`src/hw/rtl/fsmf_pkg.sv`:
```
package fsmf_pkg;

  localparam logic [1:0] REQ_PATTERN = 2'd0;
  localparam logic [1:0] REQ_TEXT    = 2'd1;
  localparam logic [1:0] REQ_END     = 2'd2;

  typedef struct packed {
    logic       shift;
    logic       step;
    logic       clear;
    logic       wr;
    logic [7:0] data;
  } cell_ctl_t;

endpackage

```
`src/hw/rtl/fsmf_cell.sv`:
```
module fsmf_cell (
  input  logic                 clk,
  input  logic                 rst_n,
  input  fsmf_pkg::cell_ctl_t  ctl,
  input  logic                 sel,
  input  logic [7:0]           w_in,
  input  logic                 m_in,
  output logic [7:0]           w_out,
  output logic                 m_out,
  output logic                 m_nxt
);
  import fsmf_pkg::*;

  logic [7:0] w_r;
  logic [7:0] p_r;
  logic       m_r;

  assign m_nxt = m_in && (ctl.data == p_r);
  assign w_out = w_r;
  assign m_out = m_r;

  always_ff @(posedge clk) begin
    if (ctl.shift) begin
      w_r <= w_in;
    end
    if (ctl.wr && sel) begin
      p_r <= ctl.data;
    end
  end

  always_ff @(posedge clk) begin
    if (!rst_n) begin
      m_r <= 1'b0;
    end else if (ctl.clear) begin
      m_r <= 1'b0;
    end else if (ctl.step) begin
      m_r <= m_nxt;
    end
  end

endmodule

```
`src/hw/rtl/first_substring_match_finder.sv`:
```
// Channel   Direction  Beat contents
// cfg_*     in         pattern_length (7 bits), write-only, no handshake
// in_*      in         req_type, pattern_index, char_byte
// out_*     out        found, match_position, overflow (one beat per end of text)
//
// Every input beat waits while the window cells replay.
// A pattern write during a text stalls the input while the window cells
// rotate once and replay the held bytes through the prefix-match chain.
// Reset needs no clearing pass.
// An end-of-text beat also waits while an earlier result is held and not taken.
module first_substring_match_finder #(
  parameter int PATTERN_MAX = 64,
  parameter int TEXT_MAX    = 65536
) (
  input  logic        clk,
  input  logic        rst_n,
  input  logic        cfg_we,
  input  logic [6:0]  cfg_wdata,
  input  logic        in_valid,
  output logic        in_ready,
  input  logic [1:0]  in_req_type,
  input  logic [5:0]  in_pattern_index,
  input  logic [7:0]  in_char_byte,
  output logic        out_valid,
  input  logic        out_ready,
  output logic        out_found,
  output logic [15:0] out_match_position,
  output logic        out_overflow
);
  import fsmf_pkg::*;

  localparam int CW = $clog2(TEXT_MAX + 1);
  localparam int DW = (CW > 16) ? CW : 16;
  localparam int RW = $clog2(PATTERN_MAX + 1);
  localparam int IW = (PATTERN_MAX > 1) ? $clog2(PATTERN_MAX) : 1;

  typedef enum logic {ST_RUN, ST_REPLAY} state_t;

  state_t          state_r;
  logic [6:0]      len_r;
  logic [CW-1:0]   text_count_r;
  logic [RW-1:0]   fill_r;
  logic [RW-1:0]   rp_cnt_r;
  logic            match_seen_r;
  logic [15:0]     first_pos_r;
  logic            ovf_r;
  logic            out_valid_r;
  logic            out_found_r;
  logic [15:0]     out_pos_r;
  logic            out_ovf_r;

  logic [8:0]      len_eff;
  logic [8:0]      len_m1;
  logic [IW-1:0]   len_idx;
  logic            len_zero;
  logic            is_pat;
  logic            is_text;
  logic            is_end;
  logic            slot_ok;
  logic            in_go;
  logic            pat_go;
  logic            text_go;
  logic            end_go;
  logic            replay;
  logic            replay_step;
  logic            count_full;
  logic [RW-1:0]   thr;
  logic [DW-1:0]   pos_nxt;
  cell_ctl_t       ctl;

  logic [7:0]              w_chain [PATTERN_MAX];
  logic [PATTERN_MAX-1:0]  m_chain;
  logic [PATTERN_MAX-1:0]  m_nxt_all;

  assign len_eff  = ({2'b00, len_r} > 9'(PATTERN_MAX)) ? 9'(PATTERN_MAX) : {2'b00, len_r};
  assign len_zero = (len_eff == 9'd0);
  assign len_m1   = len_eff - 9'd1;
  assign len_idx  = len_m1[IW-1:0];

  assign is_pat  = (in_req_type == REQ_PATTERN);
  assign is_text = (in_req_type == REQ_TEXT);
  assign is_end  = (in_req_type == REQ_END);
  assign slot_ok = (int'(in_pattern_index) < PATTERN_MAX);

  assign replay     = (state_r == ST_REPLAY);
  assign in_ready   = !replay && (!is_end || !out_valid_r || out_ready);
  assign in_go      = in_valid && in_ready;
  assign count_full = (text_count_r == CW'(TEXT_MAX));
  assign pat_go     = in_go && is_pat && slot_ok;
  assign text_go    = in_go && is_text && !count_full;
  assign end_go     = in_go && is_end;

  assign thr         = RW'(PATTERN_MAX) - fill_r;
  assign replay_step = replay && (rp_cnt_r >= thr);
  assign pos_nxt     = DW'(text_count_r) + DW'(1) - DW'(len_eff);

  always_comb begin
    ctl.shift = text_go || replay;
    ctl.step  = text_go || replay_step;
    ctl.clear = end_go || pat_go;
    ctl.wr    = pat_go;
    ctl.data  = replay ? w_chain[PATTERN_MAX-1] : in_char_byte;
  end

  for (genvar k = 0; k < PATTERN_MAX; k++) begin : g_cell
    fsmf_cell u_cell (
      .clk   (clk),
      .rst_n (rst_n),
      .ctl   (ctl),
      .sel   (int'(in_pattern_index) == k),
      .w_in  ((k == 0) ? ctl.data : w_chain[(k == 0) ? 0 : k - 1]),
      .m_in  ((k == 0) ? 1'b1 : m_chain[(k == 0) ? 0 : k - 1]),
      .w_out (w_chain[k]),
      .m_out (m_chain[k]),
      .m_nxt (m_nxt_all[k])
    );
  end

  always_ff @(posedge clk) begin
    if (!rst_n) begin
      state_r      <= ST_RUN;
      len_r        <= '0;
      text_count_r <= '0;
      fill_r       <= '0;
      rp_cnt_r     <= '0;
      match_seen_r <= 1'b0;
      first_pos_r  <= '0;
      ovf_r        <= 1'b0;
      out_valid_r  <= 1'b0;
      out_found_r  <= 1'b0;
      out_pos_r    <= '0;
      out_ovf_r    <= 1'b0;
    end else begin
      if (cfg_we) begin
        len_r <= cfg_wdata;
      end

      case (state_r)
        ST_RUN: begin
          if (pat_go && (fill_r != '0)) begin
            state_r  <= ST_REPLAY;
            rp_cnt_r <= '0;
          end
        end
        ST_REPLAY: begin
          rp_cnt_r <= rp_cnt_r + RW'(1);
          if (rp_cnt_r == RW'(PATTERN_MAX - 1)) begin
            state_r <= ST_RUN;
          end
        end
        default: begin
          state_r <= ST_RUN;
        end
      endcase

      if (text_go) begin
        text_count_r <= text_count_r + CW'(1);
        if (fill_r != RW'(PATTERN_MAX)) begin
          fill_r <= fill_r + RW'(1);
        end
        if (!match_seen_r && !len_zero && m_nxt_all[len_idx]) begin
          match_seen_r <= 1'b1;
          first_pos_r  <= pos_nxt[15:0];
        end
      end

      if (in_go && is_text && count_full) begin
        ovf_r <= 1'b1;
      end

      if (end_go) begin
        out_valid_r  <= 1'b1;
        out_found_r  <= len_zero || match_seen_r;
        out_pos_r    <= len_zero ? 16'd0 : first_pos_r;
        out_ovf_r    <= ovf_r;
        text_count_r <= '0;
        fill_r       <= '0;
        match_seen_r <= 1'b0;
        first_pos_r  <= '0;
        ovf_r        <= 1'b0;
      end else if (out_valid_r && out_ready) begin
        out_valid_r <= 1'b0;
      end
    end
  end

  assign out_valid          = out_valid_r;
  assign out_found          = out_found_r;
  assign out_match_position = out_pos_r;
  assign out_overflow       = out_ovf_r;

  assert property (@(posedge clk) disable iff (!rst_n) replay |-> !in_ready)
    else $error("input taken during replay");

  assert property (@(posedge clk) disable iff (!rst_n)
    out_valid_r && !out_found_r |-> out_pos_r == 16'd0)
    else $error("position reported without a match");

  assert property (@(posedge clk) disable iff (!rst_n) text_count_r <= CW'(TEXT_MAX))
    else $error("text count beyond limit");

  assert property (@(posedge clk) disable iff (!rst_n) fill_r <= RW'(PATTERN_MAX))
    else $error("window fill beyond depth");

  assert property (@(posedge clk) disable iff (!rst_n) $rose(match_seen_r) |-> $past(text_go))
    else $error("match latched without a text beat");

endmodule

```
`config.mk`:
```
export PLATFORM = sky130hd
export DESIGN_NAME = first_substring_match_finder
export DESIGN_NICKNAME = d
export VERILOG_FILES = /design/src/hw/rtl/fsmf_pkg.sv /design/src/hw/rtl/fsmf_cell.sv /design/src/hw/rtl/first_substring_match_finder.sv
export SDC_FILE = /design/constraint.sdc
export NUM_CORES = 1
export LEC_CHECK = 0
export ABC_AREA = 1
export BUFFER_PORTS_ARGS = -buffer_cell sky130_fd_sc_hd__buf_4
export CORE_ASPECT_RATIO = 1.1
export CORE_MARGIN = 5
export CORE_UTILIZATION = 35
export CTS_CLUSTER_DIAMETER = 40
export CTS_CLUSTER_SIZE = 16
export DETAILED_ROUTE_END_ITERATION = 10
export HOLD_SLACK_MARGIN = 0.03
export PLACE_DENSITY_LB_ADDON = 0.1
export REMOVE_ABC_BUFFERS = 1
export SYNTH_ARGS = -nofsm -noshare
export SYNTH_HDL_FRONTEND = slang
export SYNTH_SLANG_ARGS = --single-unit
```
`constraint.sdc`:
```
create_clock -name clk -period 13.3 [get_ports clk]
set_clock_uncertainty 0.2 [all_clocks]
set_input_delay 0.665 -clock clk [delete_from_list [all_inputs] [get_ports clk]]
set_output_delay 0.665 -clock clk [all_outputs]
set_load 0.01 [all_outputs]
```
==> results.sh <==
export IMPL_run_status="completed"
export IMPL_grtUsageTotal_pct=16.0
export IMPL_utilization_pct=41.3
export IMPL_synthFlopType="edfxtp_1"
export IMPL_seqPwrFrac_pct=44.7
export IMPL_grt_ovfl_total=0
export IMPL_holdWs_ps=130
export IMPL_gp_congestion=0.776
export IMPL_swShare_pct=23.4
export IMPL_routed_wl_um=114000
export IMPL_antenna_left=0
export IMPL_rr_startpoint="replay$_SDFF_PN0_"
export IMPL_max_freq_ghz=0.180
export IMPL_dr_pass1_iters=5
export IMPL_cts_buffers=171
export IMPL_wl_per_cell_um=18.5
export IMPL_htreeDepth=4
export IMPL_yosysUniqueCellTypes=45
export IMPL_fp_row_count=141
export IMPL_grt_antenna_before_repair=2
export IMPL_cts_tree="done"
export IMPL_rsz0062_at_grt="no"
export IMPL_cp_start_kind="register"
export IMPL_clock_sinks=1163
export IMPL_port_buffers=47
export IMPL_hold_violations=0
export IMPL_hpwlAfterDp_um=64600
export IMPL_r2r_cells=16
export IMPL_crit_path_end_kind="register"
export IMPL_grt_pass1_wl_um=173000
export IMPL_p_per_area_mw_per_mm2=166
export IMPL_dp_cells=5839
export IMPL_drt_iter0_drc=1911
export IMPL_async_reset_ff_share_pct=0
export IMPL_fillers=12700
export IMPL_coreArea_mm2=0.134
export IMPL_tightestPinTransition_ps=1090
export IMPL_worstPathRequired_ps=13800
export IMPL_worst_setup_path_type="reg2reg"
export IMPL_clockPowerShare_pct=50.0
export IMPL_clock_path_buffers=3
export IMPL_cts_root_buffer_cell="clkbuf_16"
export IMPL_crit_fanout=49
export IMPL_final_common_cell="edfxtp_1"
export IMPL_clock_latency_ps=790
export IMPL_drv_cap=0
export IMPL_synth_seq_cells=1163
export IMPL_slew_viol_final=0
export IMPL_grt_max_degree=192
export IMPL_die_area_mm2=0.142
export IMPL_vias_per_cell=4.59
export IMPL_fin_cells=6174
export IMPL_slew_headroom_pct=27.6
export IMPL_ys_warn_count=0
export IMPL_power_internal_mw=7.01
export IMPL_grt_pass1_vias=27700
export IMPL_drcViolationCount=0
export IMPL_p_leak_nw=21.1
export IMPL_synth_edf_count=1024
export IMPL_r2r_slack_ps=7740
export IMPL_via_count=28400
export IMPL_avgSynthCellArea_um2=11.5
export IMPL_worstHoldPathCells=3
export IMPL_r2r_end="first_pos_r[11]$_SDFFE_PP0P_"
export IMPL_final_cell_mix="edfxtp_1, nand2_1, inv_1"
export IMPL_p_comb_share_pct=5.3
export IMPL_p_total_mw=9.16
export IMPL_die_h_um=394
export IMPL_clkTransAtPathRegs_ps=50
export IMPL_period_share_pct=41.8
export IMPL_die_x_um=359
export IMPL_setup_viol=0
export IMPL_drive_above_1_share_pct=9.96
export IMPL_area_delta_synth_final_pct=17.8
export IMPL_synthCells=4098
export IMPL_floorplan_initialDensity_pct=35.1
export IMPL_io_pins=48
export IMPL_peakVddDrop_v=0.000137
export IMPL_ctsResizeCount=0
export IMPL_crit_arrival_ps=6070
export IMPL_min_from="cfg_we"
export IMPL_synth_seq_area_share_pct=71.5
export IMPL_synth_area_mm2=0.0469
export IMPL_min_period_ps=5560
export IMPL_hold_end="len_r[3]$_SDFFE_PN0P_"
export IMPL_hp_class="in2reg"
export IMPL_switching_power_mw=2.14
export IMPL_nNetsFinal=4288
synth_stat cells, types with 4 or more instances:
cell type / count / area share (%)
edfxtp_1: 1024 / 66
nand2_1: 1018 / 8.1
inv_1: 470 / 3.8
nor2_1: 455 / 3.6
nand3_1: 229 / 2.4
dfxtp_1: 139 / 5.9
xor2_1: 129 / 2.4
a21oi_1: 106 / 1.1
o21ai_0: 101 / 1.1
buf_2: 59 / 0.63
nor3_1: 46 / 0.49
clkbuf_1: 44 / 0.35
xnor2_1: 40 / 0.75
nand4_1: 34 / 0.45
a211oi_1: 29 / 0.46
buf_4: 22 / 0.35
ha_1: 20 / 0.53
nand2_2: 15 / 0.20
or2_2: 15 / 0.20
o21ai_1: 14 / 0.15
o211ai_1: 12 / 0.19
a31oi_1: 10 / 0.13
nand3b_1: 9 / 0.14
nor2_2: 9 / 0.12
nor3b_1: 6 / 0.096
and2_1: 5 / 0.067
buf_6: 5 / 0.12
nor4_1: 5 / 0.067
buf_1: 4 / 0.032
per-stage QoR:
step	instance area [µm²]	worst slack, ps	TNS (ps)
3_3_place_gp	49200	7740	0
2_1_floorplan	46200	-419	-214310
5_1_grt	55300	7250	0
6_report	55300	7740	0
3_5_place_dp	49200	7670	0
4_1_cts	55300	7690	0
power by group through the flow:
| stage | registers, mW | logic, mW | clock network, mW |
|---|---|---|---|
| floorplan | 4.21 | 0.286 | 0 |
| global placement | 4.17 | 0.486 | 0 |
| detailed placement | 4.17 | 0.487 | 0 |
| CTS | 4.09 | 0.492 | 4.71 |
| global route | 4.10 | 0.535 | 4.88 |
| finish | 4.09 | 0.484 | 4.58 |
flip-flops by register name, summed over array words and instances (netlist names), 7 cells and up:
| register | count |
|---|---|
| fill_r | 7 |
| first_pos_r | 16 |
| g_cell.u_cell.p_r | 512 |
| g_cell.u_cell.w_out | 512 |
| out_match_position | 16 |
| rp_cnt_r | 7 |
| len_r | 7 |
| text_count_r | 17 |
| g_cell.u_cell.m_out | 63 |
routing by layer:
metal  up-vias  global-route usage [%]  routed length, µm
met5         -                       0                 12
met4         2                    5.57               3460
met3       221                    3.58               5670
met2       563                    25.4              51900
met1     13600                    21.7              53000
li1      14000                       -                  -
critical path, stage by stage (launching register included):
cell and delay, ps:
dfxtp_1 420, inv_2 410, nand2_1 300, nand2_4 620, buf_4 630, buf_4 580, xor2_1 140, nor2_1 180
nand3_1 100, nand3_1 120, nand3_1 160, nand3_1 120, nand3_1 170, nand3_2 230, nand3_2 580, and2_1 370
nor2_1 90
worst max path at each step:
| stage | startpoint | endpoint | slack [ps] | depth (start not counted) |
|---|---|---|---|---|
| final | replay$_SDFF_PN0_ | first_pos_r[11]$_SDFFE_PP0P_ | 7740 | 16 |
| after global routing | replay$_SDFF_PN0_ | first_pos_r[4]$_SDFFE_PP0P_ | 7250 | 21 |
| after CTS | replay$_SDFF_PN0_ | first_pos_r[11]$_SDFFE_PP0P_ | 7690 | 18 |
| after detailed placement | in_req_type[1] | g_cell[43].u_cell.w_out[2]$_DFFE_PP_ | 7670 | 12 |
| after global placement | in_req_type[1] | g_cell[43].u_cell.w_out[2]$_DFFE_PP_ | 7740 | 12 |
| after floorplan | in_req_type[1] | g_cell[0].u_cell.w_out[0]$_DFFE_PP_ | -420 | 8 |
cell type report:
| class | count | area [µm²] | area share [%] |
|---|---|---|---|
| clock buffer | 203 | 4570 | 8.26 |
| inverter | 474 | 1780 | 3.22 |
| sequential | 1163 | 33500 | 60.6 |
| clock inverter | 117 | 1350 | 2.44 |
| antenna | 1 | 2.50 | 0.00453 |
| timing repair buffer | 102 | 813 | 1.47 |
| multi-input combinational | 2327 | 11000 | 19.9 |
| tap | 1787 | 2240 | 4.04 |
kinds of logic (layout without fill, tap and decap cells):
group | after synthesis | count (layout) | share of synthesized area, %
xor+xnor | 169 | 169 | 3.15
flops | 1163 | 1163 | 71.5
compound gates | 285 | 285 | 3.36
fa+ha+maj | 21 | 21 | 0.576
buf+inv | 608 | 896 | 5.28
other cells | 0 | 1 | 0
simple gates | 1852 | 1852 | 16.2
repair_timing:
item,in CTS,in global routing
hold buffers,14,0
hold endpoints to repair,10,0
setup buffers,0,0
Power figures use the tool's default switching activity.
